### src/rtl/dcmp_pkg.sv
// Shared types and constants for the display command message parser.
package dcmp_pkg;

  localparam int MESSAGE_BYTES = 43;
  localparam int ROW_COUNT     = 6;
  localparam int TEXT_LIMIT    = 40;

  localparam logic [7:0] ROW_MASK = 8'((1 << ROW_COUNT) - 1);

  localparam logic [2:0] EV_CLEAR    = 3'd0;
  localparam logic [2:0] EV_INVERT   = 3'd1;
  localparam logic [2:0] EV_SCROLL   = 3'd2;
  localparam logic [2:0] EV_TRACK    = 3'd3;
  localparam logic [2:0] EV_TEXT_HDR = 3'd4;
  localparam logic [2:0] EV_TEXT_CHR = 3'd5;
  localparam logic [2:0] EV_UNKNOWN  = 3'd6;

  localparam logic [7:0] OP_END       = 8'h00;
  localparam logic [7:0] OP_CLEAR     = 8'h03;
  localparam logic [7:0] OP_INVERT    = 8'h05;
  localparam logic [7:0] OP_SCROLL    = 8'h68;
  localparam logic [7:0] OP_TRACK     = 8'h69;
  localparam logic [7:0] OP_TEXT      = 8'hE0;
  localparam logic [7:0] OP_TEXT_WIDE = 8'hE2;
  localparam logic [7:0] OP_TEXT_HL   = 8'hE3;

  localparam logic [6:0] FIXED_DISPLAY_LEN = 7'd30;

  typedef struct packed {
    logic [7:0] data_byte;
    logic       message_start;
  } in_beat_t;

  typedef struct packed {
    logic [2:0] event_kind;
    logic [7:0] row_mask;
    logic [2:0] row_index;
    logic [7:0] pixel_start;
    logic [7:0] pixel_end;
    logic [7:0] enable_value;
    logic       highlighted;
    logic [6:0] text_length;
    logic [6:0] display_length;
    logic [7:0] char_value;
    logic [5:0] position;
    logic [7:0] bad_opcode;
  } out_beat_t;

endpackage

### src/rtl/dcmp_parser.sv
// Parse state and per-byte decode of command messages into events.
module dcmp_parser #(
  parameter int MESSAGE_BYTES = dcmp_pkg::MESSAGE_BYTES,
  parameter int ROW_COUNT     = dcmp_pkg::ROW_COUNT,
  parameter int TEXT_LIMIT    = dcmp_pkg::TEXT_LIMIT
) (
  input  logic                clk,
  input  logic                rst_n,
  input  logic                acc,
  input  dcmp_pkg::in_beat_t  beat,
  output logic                res_valid,
  output dcmp_pkg::out_beat_t res
);

  localparam logic [3:0] PH_OPCODE = 4'd0;
  localparam logic [3:0] PH_SKIP   = 4'd1;
  localparam logic [3:0] PH_ARG1   = 4'd2;
  localparam logic [3:0] PH_BAR1   = 4'd3;
  localparam logic [3:0] PH_BAR2   = 4'd4;
  localparam logic [3:0] PH_BAR3   = 4'd5;
  localparam logic [3:0] PH_BAR4   = 4'd6;
  localparam logic [3:0] PH_TROW   = 4'd7;
  localparam logic [3:0] PH_TWHAT  = 4'd8;
  localparam logic [3:0] PH_TLEN   = 4'd9;
  localparam logic [3:0] PH_TENC   = 4'd10;
  localparam logic [3:0] PH_TCHAR  = 4'd11;

  localparam logic [7:0] ROW_MASK = 8'((1 << ROW_COUNT) - 1);

  // Total length of a command that carries nothing we decode; zero if unknown.
  function automatic logic [3:0] skip_length(input logic [7:0] op);
    logic [3:0] len;
    unique case (op)
      8'h3D, 8'h3F, 8'h3B, 8'hFF, 8'h37, 8'h1F, 8'h2F: len = 4'd3;
      8'h02, 8'h04, 8'h13, 8'h1B,
      8'h20, 8'h23, 8'h24, 8'h30:                      len = 4'd2;
      8'h50, 8'h53, 8'h54, 8'h56, 8'h6A, 8'h6B:        len = 4'd5;
      8'h75:                                           len = 4'd7;
      8'h91:                                           len = 4'd10;
      default:                                         len = 4'd0;
    endcase
    return len;
  endfunction

  function automatic logic [2:0] lowest_row(input logic [7:0] bits);
    logic [2:0] row;
    row = 3'd0;
    for (int r = ROW_COUNT - 1; r >= 0; r--) begin
      if (bits[r]) row = 3'(r);
    end
    return row;
  endfunction

  logic [5:0] byte_count_r, byte_count_nxt;
  logic [3:0] phase_r, phase_nxt;
  logic [7:0] opcode_r, opcode_nxt;
  logic [3:0] skip_r, skip_nxt;
  logic [7:0] start_r, start_nxt;
  logic [7:0] end_r, end_nxt;
  logic [2:0] row_r, row_nxt;
  logic [6:0] chars_left_r, chars_left_nxt;
  logic [5:0] char_index_r, char_index_nxt;
  logic       done_r, done_nxt;

  logic [5:0] cnt;
  logic [3:0] ph;
  logic       dn;
  logic [7:0] b;
  logic [3:0] skip_len;
  logic [3:0] skip_dec;
  logic [6:0] chars_dec;

  assign b         = beat.data_byte;
  assign skip_len  = skip_length(b);
  assign skip_dec  = skip_r - 4'd1;
  assign chars_dec = chars_left_r - 7'd1;

  always_comb begin
    byte_count_nxt = byte_count_r;
    phase_nxt      = phase_r;
    opcode_nxt     = opcode_r;
    skip_nxt       = skip_r;
    start_nxt      = start_r;
    end_nxt        = end_r;
    row_nxt        = row_r;
    chars_left_nxt = chars_left_r;
    char_index_nxt = char_index_r;
    done_nxt       = done_r;
    res_valid      = 1'b0;
    res            = '0;
    cnt = beat.message_start ? 6'd0 : byte_count_r;
    ph  = beat.message_start ? PH_OPCODE : phase_r;
    dn  = beat.message_start ? 1'b0 : done_r;
    if (acc) begin
      byte_count_nxt = cnt;
      phase_nxt      = ph;
      done_nxt       = dn;
      if (!dn) begin
        if (cnt >= 6'(MESSAGE_BYTES)) begin
          done_nxt = 1'b1;
        end else begin
          byte_count_nxt = cnt + 6'd1;
          unique case (ph)
            PH_OPCODE: begin
              opcode_nxt = b;
              if (b == dcmp_pkg::OP_END) begin
                done_nxt = 1'b1;
              end else if (b == dcmp_pkg::OP_CLEAR || b == dcmp_pkg::OP_INVERT) begin
                phase_nxt = PH_ARG1;
              end else if (b == dcmp_pkg::OP_SCROLL || b == dcmp_pkg::OP_TRACK) begin
                phase_nxt = PH_BAR1;
              end else if (b == dcmp_pkg::OP_TEXT || b == dcmp_pkg::OP_TEXT_WIDE ||
                           b == dcmp_pkg::OP_TEXT_HL) begin
                phase_nxt = PH_TROW;
              end else if (skip_len != 4'd0) begin
                skip_nxt  = skip_len - 4'd1;
                phase_nxt = PH_SKIP;
              end else begin
                res.event_kind = dcmp_pkg::EV_UNKNOWN;
                res.position   = cnt;
                res.bad_opcode = b;
                res_valid      = 1'b1;
                done_nxt       = 1'b1;
              end
            end
            PH_SKIP: begin
              skip_nxt = skip_dec;
              if (skip_dec == 4'd0) phase_nxt = PH_OPCODE;
            end
            PH_ARG1: begin
              if (opcode_r == dcmp_pkg::OP_CLEAR) begin
                res.event_kind = dcmp_pkg::EV_CLEAR;
                res.row_mask   = b & ROW_MASK;
              end else begin
                res.event_kind = dcmp_pkg::EV_INVERT;
                res.row_mask   = ~b;
              end
              res_valid = 1'b1;
              phase_nxt = PH_OPCODE;
            end
            PH_BAR1: begin
              if (opcode_r == dcmp_pkg::OP_TRACK) row_nxt = lowest_row(b);
              else start_nxt = b;
              phase_nxt = PH_BAR2;
            end
            PH_BAR2: begin
              if (opcode_r == dcmp_pkg::OP_TRACK) start_nxt = b;
              else end_nxt = b;
              phase_nxt = PH_BAR3;
            end
            PH_BAR3: begin
              if (opcode_r == dcmp_pkg::OP_TRACK) end_nxt = b;
              phase_nxt = PH_BAR4;
            end
            PH_BAR4: begin
              if (opcode_r == dcmp_pkg::OP_TRACK) begin
                res.event_kind = dcmp_pkg::EV_TRACK;
                res.row_index  = row_r;
              end else begin
                res.event_kind = dcmp_pkg::EV_SCROLL;
              end
              res.pixel_start  = start_r;
              res.pixel_end    = end_r;
              res.enable_value = b;
              res_valid        = 1'b1;
              phase_nxt        = PH_OPCODE;
            end
            PH_TROW: begin
              row_nxt   = lowest_row(b);
              phase_nxt = (opcode_r == dcmp_pkg::OP_TEXT_WIDE) ? PH_TWHAT : PH_TLEN;
            end
            PH_TWHAT: phase_nxt = PH_TLEN;
            PH_TLEN: begin
              chars_left_nxt = b[6:0];
              phase_nxt      = PH_TENC;
            end
            PH_TENC: begin
              res.event_kind     = dcmp_pkg::EV_TEXT_HDR;
              res.row_index      = row_r;
              res.highlighted    = (opcode_r == dcmp_pkg::OP_TEXT_HL);
              res.text_length    = chars_left_r;
              res.display_length = (opcode_r == dcmp_pkg::OP_TEXT_WIDE) ?
                                   chars_left_r : dcmp_pkg::FIXED_DISPLAY_LEN;
              res_valid          = 1'b1;
              char_index_nxt     = 6'd0;
              phase_nxt          = (chars_left_r == 7'd0) ? PH_OPCODE : PH_TCHAR;
            end
            PH_TCHAR: begin
              // Consume every declared character; report only up to the limit.
              if (char_index_r < 6'(TEXT_LIMIT)) begin
                res.event_kind = dcmp_pkg::EV_TEXT_CHR;
                res.char_value = b;
                res.position   = char_index_r;
                res_valid      = 1'b1;
                char_index_nxt = char_index_r + 6'd1;
              end
              chars_left_nxt = chars_dec;
              if (chars_dec == 7'd0) phase_nxt = PH_OPCODE;
            end
            default: phase_nxt = PH_OPCODE;
          endcase
        end
      end
    end
  end

  always_ff @(posedge clk) begin
    if (!rst_n) begin
      byte_count_r <= '0;
      phase_r      <= PH_OPCODE;
      opcode_r     <= '0;
      skip_r       <= '0;
      start_r      <= '0;
      end_r        <= '0;
      row_r        <= '0;
      chars_left_r <= '0;
      char_index_r <= '0;
      done_r       <= 1'b1;
    end else begin
      byte_count_r <= byte_count_nxt;
      phase_r      <= phase_nxt;
      opcode_r     <= opcode_nxt;
      skip_r       <= skip_nxt;
      start_r      <= start_nxt;
      end_r        <= end_nxt;
      row_r        <= row_nxt;
      chars_left_r <= chars_left_nxt;
      char_index_r <= char_index_nxt;
      done_r       <= done_nxt;
    end
  end

endmodule

### src/rtl/dcmp_out_buf.sv
// Two-entry result register with skid slot between the parser and the output.
module dcmp_out_buf (
  input  logic                clk,
  input  logic                rst_n,
  input  logic                push,
  input  dcmp_pkg::out_beat_t push_beat,
  output logic                full,
  output logic                out_valid,
  input  logic                out_stall,
  output dcmp_pkg::out_beat_t out_beat
);

  dcmp_pkg::out_beat_t head_r, skid_r;
  logic [1:0]          count_r, count_nxt;
  logic                pop;

  assign out_valid = (count_r != 2'd0);
  assign full      = (count_r == 2'd2);
  assign pop       = out_valid && !out_stall;
  assign out_beat  = head_r;

  always_comb begin
    count_nxt = count_r;
    if (push && !pop) count_nxt = count_r + 2'd1;
    else if (pop && !push) count_nxt = count_r - 2'd1;
  end

  always_ff @(posedge clk) begin
    if (!rst_n) begin
      count_r <= '0;
    end else begin
      count_r <= count_nxt;
    end
  end

  // Payload: advance the skid slot into the head on pop, park new beats behind.
  always_ff @(posedge clk) begin
    if (pop) begin
      if (count_r == 2'd2) begin
        head_r <= skid_r;
        if (push) skid_r <= push_beat;
      end else if (push) begin
        head_r <= push_beat;
      end
    end else if (push) begin
      if (count_r == 2'd0) head_r <= push_beat;
      else skid_r <= push_beat;
    end
  end

endmodule

### src/rtl/display_command_message_parser.sv
// Top level: display command message parser, one byte per beat in, decoded events out.
//
//   port group  dir  handshake           payload
//   in_*        in   in_valid/in_stall   dcmp_pkg::in_beat_t  (data_byte, message_start)
//   out_*       out  out_valid/out_stall dcmp_pkg::out_beat_t (event fields)
//
// One byte is taken per cycle while in_stall is low; its event, if any, is registered.
// The parse state updates in the cycle a byte is taken, so bytes follow back to back.
// Reset (rst_n low, synchronous) leaves the parser idle until a byte with message_start.
// A two-entry result register absorbs one output stall; in_stall rises only when
// both entries hold undelivered events.
module display_command_message_parser #(
  parameter int MESSAGE_BYTES = dcmp_pkg::MESSAGE_BYTES,
  parameter int ROW_COUNT     = dcmp_pkg::ROW_COUNT,
  parameter int TEXT_LIMIT    = dcmp_pkg::TEXT_LIMIT
) (
  input  logic                clk,
  input  logic                rst_n,
  input  logic                in_valid,
  output logic                in_stall,
  input  dcmp_pkg::in_beat_t  in_beat,
  output logic                out_valid,
  input  logic                out_stall,
  output dcmp_pkg::out_beat_t out_beat
);

  logic                acc;
  logic                res_valid;
  dcmp_pkg::out_beat_t res;
  logic                full;

  assign in_stall = full;
  assign acc      = in_valid && !full;

  dcmp_parser #(
    .MESSAGE_BYTES (MESSAGE_BYTES),
    .ROW_COUNT     (ROW_COUNT),
    .TEXT_LIMIT    (TEXT_LIMIT)
  ) u_parser (
    .clk       (clk),
    .rst_n     (rst_n),
    .acc       (acc),
    .beat      (in_beat),
    .res_valid (res_valid),
    .res       (res)
  );

  dcmp_out_buf u_out_buf (
    .clk       (clk),
    .rst_n     (rst_n),
    .push      (res_valid),
    .push_beat (res),
    .full      (full),
    .out_valid (out_valid),
    .out_stall (out_stall),
    .out_beat  (out_beat)
  );

endmodule

### config.mk
export PLATFORM = sky130hd
export DESIGN_NAME = display_command_message_parser
export DESIGN_NICKNAME = d
export VERILOG_FILES = /design/src/rtl/dcmp_pkg.sv /design/src/rtl/dcmp_parser.sv /design/src/rtl/dcmp_out_buf.sv /design/src/rtl/display_command_message_parser.sv
export SDC_FILE = /design/constraint.sdc
export NUM_CORES = 1
export LEC_CHECK = 0
export BUFFER_PORTS_ARGS = -buffer_cell sky130_fd_sc_hd__buf_2
export CORE_MARGIN = 5
export CORE_UTILIZATION = 50
export CTS_CLUSTER_DIAMETER = 60
export DETAILED_ROUTE_END_ITERATION = 10
export PLACE_DENSITY = 0.69
export SLEW_MARGIN = 20
export SYNTH_ARGS = -nofsm -noshare
export SYNTH_HDL_FRONTEND = slang
export SYNTH_HIERARCHICAL = 1
export SYNTH_SLANG_ARGS = --single-unit
### constraint.sdc
create_clock -name clk -period 8.8 [get_ports clk]
set_input_delay 0.44 -clock clk [delete_from_list [all_inputs] [get_ports clk]]
set_output_delay 0.44 -clock clk [all_outputs]
set_load 0.005 [all_outputs]
==> summary.md, run 1 <==
| Metric | Value |
|---|---|
| Mapped Nets | 848 |
| Worst Min Path Start | rst_n |
| Remaining antenna violation count | 0 |
| Fmax | between 0.2 and 0.25 GHz |
| Pint | 1990 µW |
| CP arrival | 4.88 ns |
| Setup violators final | 0 |
| Synth Instances | 825 |
| Crit path max fanout | 39 |
| Gp weighted congestion | approximately 0.89 |
| Nets | 914 |
| Synthesized area | 9970 µm² |
| Ant diodes | 0 |
| Final Hold Fails | 0 |
| Num CTS Buffers | 23 |
| WHS | 0.239 ns |
| Grt total ovfl | 0 |
| WS Path Type | input port to flip-flop |
| Initial antenna violation count | 0 |
| Crit path time final | 4.76 ns |
| R2R Path End | u_out_buf/skid_r[73] |
| Combinational share of power | a little under a fifth |
| Synth Warn # | 6 |
| Via count | 6614 |
| Max Root-Sink Buffers | 3 |
| Clock Skew | 0.0202 ns |
| Worst slew margin | 25.0% |
| R2r setup slk | 4.18 ns |
| CTS tree | built |
| Hold WC Path Type | input port to flip-flop |
| Sink Count | 207 |
| Post-route DRC | 0 |
| CP Launch Point | in_beat[2] |
| Htree depth | 1 |
| Post-synthesis sequential area ratio | a little under three fifths |
| Flops & latches, synth | 207 |
| Unrepaired setup endpoints after global routing | no |
| Sw power | 706 µW |
| WL/cell | ~18 µm |
| Drt pass-1 iters | 5 |
| Drt first-iter violations | a little under 600 |
| Final Util | 57.7% |
| First-pass GRT wire length | 34700 µm |
| Setup repair bufs after CTS | 0 |
| Pwr Total | 2700 µW |
| Share of layout cells above drive strength 1 | 25.0% |
| Vias/cell | 5.64 |
| Period Utilization, post-route | 54.1% |
| CP startpoint kind | input port |
| Root buf cell | clkbuf_16 |
| Sw Share | between 20% and 30% |
| Largest net degree at the start of global routing | 76 |
| Layout area overhead | 12.9% |
| Distinct cells, synth | 76 |
| Routed WL | 21500 µm |
| Number of buffers added on ports | 89 |
| Syn Area/Cell | roughly 12 µm² |
| Setup crit end | u_out_buf/skid_r[73] |
| Flop pwr share | a little under half |
| Outcome | complete, no violations |
| Reg2Reg Depth | 11 |
| Worst vdd ir | 145 µV |
| Max Cap Viol | 0 |
| Worst-margin pin slew | about 1.1 ns |
| Synth Flop Type | edfxtp_1 |
| Hold depth | 2 |
| CP Data Required Time | 8.92 ns |
| Final Non-Filler Cells | ~1200 |
| Reg clk slew, reported paths | 0.06 ns |
| Pwr/cell area | between 200 and 250 nW/µm² |
| Max-slew violation count | 0 |
| GRT Overall Usage | between 10% and 20% |
| Core ar. | 19500 µm² |
| Final TNS setup | 0 ns |
| FP Rows | 51 |
| Number of placed I/O pins | 90 |
| Clock Latency Late Sink | approximately 0.50 ns |
| Vias in the first global route | 6427 |
| Hold_buf cts | 0 |
| RR Startpoint | u_parser/phase_r[3] |
| Post-synth EDFFs | 150 |
| HPWL after DPL | 14400 µm |
| Async SR Flop Fraction | 0% |
| Die height | 151 µm |
| Cell leakage power | 0.00415 µW |
| Die footprint | 22900 µm² |
| CP endpoint kind | flip-flop |
| Die Width | 151 µm |
| Initial core utilization | 51.1% |
| Clock share of power | between 30% and 40% |
| Placed Instances | 1131 |
| Post-CTS sizing | 0 |
[per-stage QoR]
stage,instance area [µm²],worst slack (ns)
after floorplan,9970,1.90
after global placement,10500,3.75
after detailed placement,10500,3.50
after CTS,11300,4.01
after global routing,11300,3.65
final,11300,4.04
[kinds of logic (layout without fill, tap and decap cells)]
family / Yosys count / after routing / synth area share (%)
adder cells (fa/ha/maj): 10 / 10 / 1.25
AND/OR/NAND/NOR: 294 / 294 / 15.6
XOR/XNOR: 21 / 21 / 1.84
multiplexers: 97 / 97 / 12.6
AO/OA/AOI/OAI: 128 / 128 / 8.74
buffers and inverters: 68 / 150 / 3.36
flip-flops: 207 / 207 / 56.6
[cells in the mapped netlist (all sizes together), types with 10 or more instances]
master / n / area, µm²
a21oi: 36 / 195
and2: 31 / 196
and3: 25 / 156
buf: 15 / 136
clkbuf: 39 / 146
dfxtp: 57 / 1140
edfxtp: 150 / 4500
ha: 10 / 125
inv: 13 / 48.8
mux2: 75 / 1030
mux2i: 22 / 220
nand2: 48 / 180
nand2b: 10 / 62.6
nand3: 12 / 60.1
nor2: 82 / 308
nor2b: 11 / 78.8
nor3: 25 / 136
o21ai: 26 / 130
xnor2: 10 / 87.6
xor2: 11 / 96.3
[state kept, by name, indices dropped and copies added (netlist names)]
| name | cells |
|---|---|
| u_parser/opcode_r | 8 |
| u_out_buf/count_r | 2 |
| u_parser/end_r | 8 |
| u_parser/skip_r | 4 |
| u_parser/byte_count_r | 6 |
| u_parser/chars_left_r | 7 |
| u_parser/row_r | 3 |
| u_parser/done_r | 1 |
| u_parser/start_r | 8 |
| u_out_buf/out_beat | 75 |
| u_parser/phase_r | 4 |
| u_parser/char_index_r | 6 |
| u_out_buf/skid_r | 75 |
[worst min-delay path by stage]
| stage | to | slack [ns] |
|---|---|---|
| floorplan | u_parser/byte_count_r[1] | 0.43 |
| finish | u_parser/done_r | 0.24 |
| CTS | u_parser/done_r | 0.24 |
| global route | u_parser/done_r | 0.26 |
| global placement | u_parser/byte_count_r[1] | 0.45 |
| detailed placement | u_parser/byte_count_r[1] | 0.45 |
[power by group through the flow]
stage / logic, µW / clock network [µW] / registers [µW]
floorplan: 306 / 0 / 1340
global route: 549 / 976 / 1310
finish: 498 / 912 / 1290
detailed placement: 508 / 0 / 1310
global placement: 503 / 0 / 1310
CTS: 510 / 931 / 1290
[final cells by class]
type,instances,area [µm²]
sequential,207,5650
clock inverter,15,140
inverter,14,52.6
tap,265,332
timing repair buffer,95,490
fill,1648,8260
clock buffer,26,587
multi-input combinational,550,4020
[per-layer routing]
metal  GRT usage, %  up-vias  wire length (µm)
met2           29.3      221              9490
met4           5.85        0               563
li1               -     3195                 -
met1           27.4     3146             10100
met3           3.41       52              1420
met5              0        -                 0
[cell usage in the layout, fill, tap and decap left out, drive strengths merged, types with 6 or more instances in the layout]
cell / count
mux2i: 22
nand3b: 7
edfxtp: 150
a211oi: 9
a21oi: 36
xnor2: 10
and3: 25
and2: 31
clkinv: 10
o21ai: 26
nand3: 12
mux2: 75
nor3: 25
nand2: 48
nor4: 6
buf: 95
nor2: 82
clkbuf: 26
dfxtp: 57
xor2: 11
ha: 10
nand2b: 10
a31oi: 9
nand4: 8
nor2b: 11
inv: 14
[worst max-delay path, cell delays in order]
cell and delay (ns):
buf_2 0.31, nor2b_1 0.25, o31ai_1 0.09, a32oi_1 0.45
and2_1 0.25, ha_1 0.21, and4_1 0.55, inv_2 0.13
a21oi_1 0.34, inv_1 0.15, ha_1 0.26, nor2_4 0.82
buf_4 0.61
Power figures use the tool's default switching activity.
==> run 2, diff against run 1 <==
==> constraint.sdc (replaced) <==
create_clock -name clk -period 4.53 [get_ports clk]
set_input_delay 0.2265 -clock clk [delete_from_list [all_inputs] [get_ports clk]]
set_output_delay 0.2265 -clock clk [all_outputs]
set_load 0.005 [all_outputs]
==> summary.md, run 2 (synthesis gave the netlist of run 1 again) <==
| Metric | Value |
|---|---|
| Outcome | complete, no violations (unchanged) |
| Num CTS Buffers | 22 (was 23) |
| Core ar. | 19500 µm² (unchanged) |
| Reg clk slew, reported paths | 0.06 ns (about the same) |
| Crit path max-delay cell type | and4_1 (was nor2_4) |
| Commonest non-fill, non-tap cell in the layout | edfxtp_1 (unchanged) |
| Critical path's most frequent cell | a21oi_1 (was ha_1) |
| FP Rows | 51 (unchanged) |
| Most frequent cells in the layout | edfxtp_1 (150), buf_2 (89), nor2_1 (81), dfxtp_1 (57), mux2_4 (50) (was edfxtp_1 (150), buf_2 (89), nor2_1 (80), dfxtp_1 (57), mux2_4 (50)) |
| Drt first-iter violations | 735 (was 581) |
| Fmax | ~0.27 GHz |
| Cell leakage power | 0.00417 µW (was 0.00415 µW) |
| Placed Instances | 1133 (was 1131) |
| CP startpoint kind | flip-flop (was input port) |
| Grt total ovfl | 0 (unchanged) |
| Hold WC Path Type | input port to flip-flop (unchanged) |
| Number of fill cells | 1656 (was 1648) |
| Setup repair bufs after CTS | 0 (unchanged) |
| First-pass GRT wire length | 34100 µm (was 34700 µm) |
| Post-CTS sizing | 0 (unchanged) |
| Hold depth | 2 (unchanged) |
| Die height | 151 µm (unchanged) |
| Reg2Reg Depth | 11 (unchanged) |
| Worst path cell trace | nor2_1 > a21oi_1 > buf_4 > a31oi_1 > and4_1 > inv_2 > a21oi_1 > inv_1 > ha_1 > nor2_4 > buf_12 (was buf_2 > nor2b_1 > o31ai_1 > a32oi_1 > and2_1 > ha_1 > and4_1 > inv_2 > a21oi_1 > inv_1 > ha_1 > nor2_4 > buf_4) |
| CP max stage delay | 0.57 ns (was 0.82 ns) |
| Nets | 915 (was 914) |
| Via count | 6639 (was 6614) |
| Final Non-Filler Cells | 1174 (was 1172) |
| Worst Min Path Start | rst_n (unchanged) |
| Initial core utilization | 51.1% (unchanged) |
| Number of placed I/O pins | 90 (unchanged) |
| Htree depth | 1 (unchanged) |
| Root buf cell | clkbuf_16 (unchanged) |
| Sink Count | 207 (unchanged) |
| Share of layout cells above drive strength 1 | 25.1% (was 25.0%) |
| CTS tree | built (unchanged) |
| WL/cell | 18.3 µm (was 18.4 µm) |
| RR Startpoint | u_parser/phase_r[3] (unchanged) |
| Crit path time final | 3.72 ns |
| HPWL after DPL | 14300 µm (was 14400 µm) |
| CP endpoint kind | flip-flop (unchanged) |
| Die Width | 151 µm (unchanged) |
| WS Path Type | flip-flop to flip-flop (was input port to flip-flop) |
| Crit path max fanout | 75 (was 39) |
| Final Hold Fails | 0 (unchanged) |
| Register area | 5650 µm² (unchanged) |
| Largest net degree at the start of global routing | 76 (unchanged) |
| Max Cap Viol | 0 (unchanged) |
| Worst-margin pin slew | 1.19 ns (was 1.12 ns) |
| Routed WL | 21500 µm (about the same) |
| Die footprint | 22900 µm² (unchanged) |
| Number of buffers added on ports | 89 (unchanged) |
| Area of the multi-input gates | 4020 µm² (about the same) |
| Hold_buf cts | 0 (unchanged) |
| CP Data Required Time | 4.66 ns (was 8.92 ns) |
| Unrepaired setup endpoints after global routing | no (unchanged) |
| Clock Latency Late Sink | 0.49 ns (was 0.50 ns) |
| Drt pass-1 iters | 5 (unchanged) |
| Max-slew violation count | 0 (unchanged) |
| Initial antenna violation count | 2 (was 0) |
| R2r setup slk | 0.81 ns (was 4.18 ns) |
| Period Utilization, post-route | 82.2% |
| Worst vdd ir | 318 µV (was 145 µV) |
| Max Root-Sink Buffers | 3 (unchanged) |
| Pwr/cell area | 465 nW/µm² (was 240 nW/µm²) |
| Layout area overhead | 13.4% (was 12.9%) |
| Hold path endpoint | u_parser/done_r (unchanged) |
| CP arrival | 3.86 ns (was 4.88 ns) |
| Setup violators final | 0 (unchanged) |
| Gp weighted congestion | 0.907 (was 0.891) |
| Post-route DRC | 0 (unchanged) |
| Remaining antenna violation count | 0 (unchanged) |
| Vias in the first global route | 6223 (was 6427) |
| GRT Overall Usage | 18.8% (was 19.0%) |
| Vias/cell | 5.66 (was 5.64) |
| Pwr Total | 5260 µW (was 2700 µW) |
| Worst slew margin | 20.2% (was 25.0%) |
| Final TNS setup | 0 ns (unchanged) |
| R2R Path End | u_out_buf/skid_r[10] (was u_out_buf/skid_r[73]) |
| Clock Skew | 0.00601 ns (was 0.0202 ns) |
run 2: final cells by class:
type	instances	area share, %
diodes	1	0.0221
clock buffers	31	5.71
well taps	265	2.93
inverters	14	0.464
clock inverters	9	0.708
repair buffers	97	4.80
flip-flops and latches	207	49.9
multi-input cells	550	35.5
run 2: worst max path at each step:
stage	startpoint	to	slack, ns	depth (start not counted)
after CTS	u_parser/phase_r[3]	u_out_buf/skid_r[73]	0.88	11
after detailed placement	in_beat[2]	u_out_buf/skid_r[64]	0.43	13
after global placement	in_beat[2]	u_out_buf/skid_r[66]	0.60	13
after floorplan	in_beat[7]	u_out_buf/skid_r[0]	0.28	15
after global routing	u_parser/phase_r[3]	u_out_buf/skid_r[17]	0.60	11
final	u_parser/phase_r[3]	u_out_buf/skid_r[10]	0.81	11
run 2: stage by stage:
| stage | setup slack (ns) | utilization [%] | hold WS, ns | instance area [µm²] |
|---|---|---|---|---|
| 3_5_place_dp | 0.425 | 54.2 | 0.447 | 10600 |
| 5_1_grt | 0.603 | 58.0 | 0.0484 | 11300 |
| 6_report | 0.807 | 58.0 | 0.0525 | 11300 |
| 4_1_cts | 0.884 | 57.9 | 0.0362 | 11300 |
| 2_1_floorplan | 0.279 | - | 0.348 | 10000 |
| 3_3_place_gp | 0.596 | 54.2 | 0.443 | 10600 |
run 2: critical path, delay by kind of cell (launching register included):
family	cells	cell delay, ns
AND/OR/NAND/NOR	3	1.09
adder cells (fa/ha/maj)	1	0.25
buffers and inverters	4	0.78
AO/OA/AOI/OAI	3	0.66
flip-flops	1	0.43
run 2: metal layers:
layer	share of wire, %	global-route usage [%]	vias up
li1	-	-	3180
met1	46	27.9	3199
met2	45	28.2	227
met3	7.4	3.83	31
met4	1.7	4.90	2
met5	0.051	0	-
run 2: power breakdown:
part / internal [µW] / switching, µW / total (µW) / leakage [µW]
registers: 2410 / 84.5 / 2500 / 0.00192
logic: 422 / 571 / 993 / 0.00190
clock network: 1050 / 712 / 1770 / 0.000351
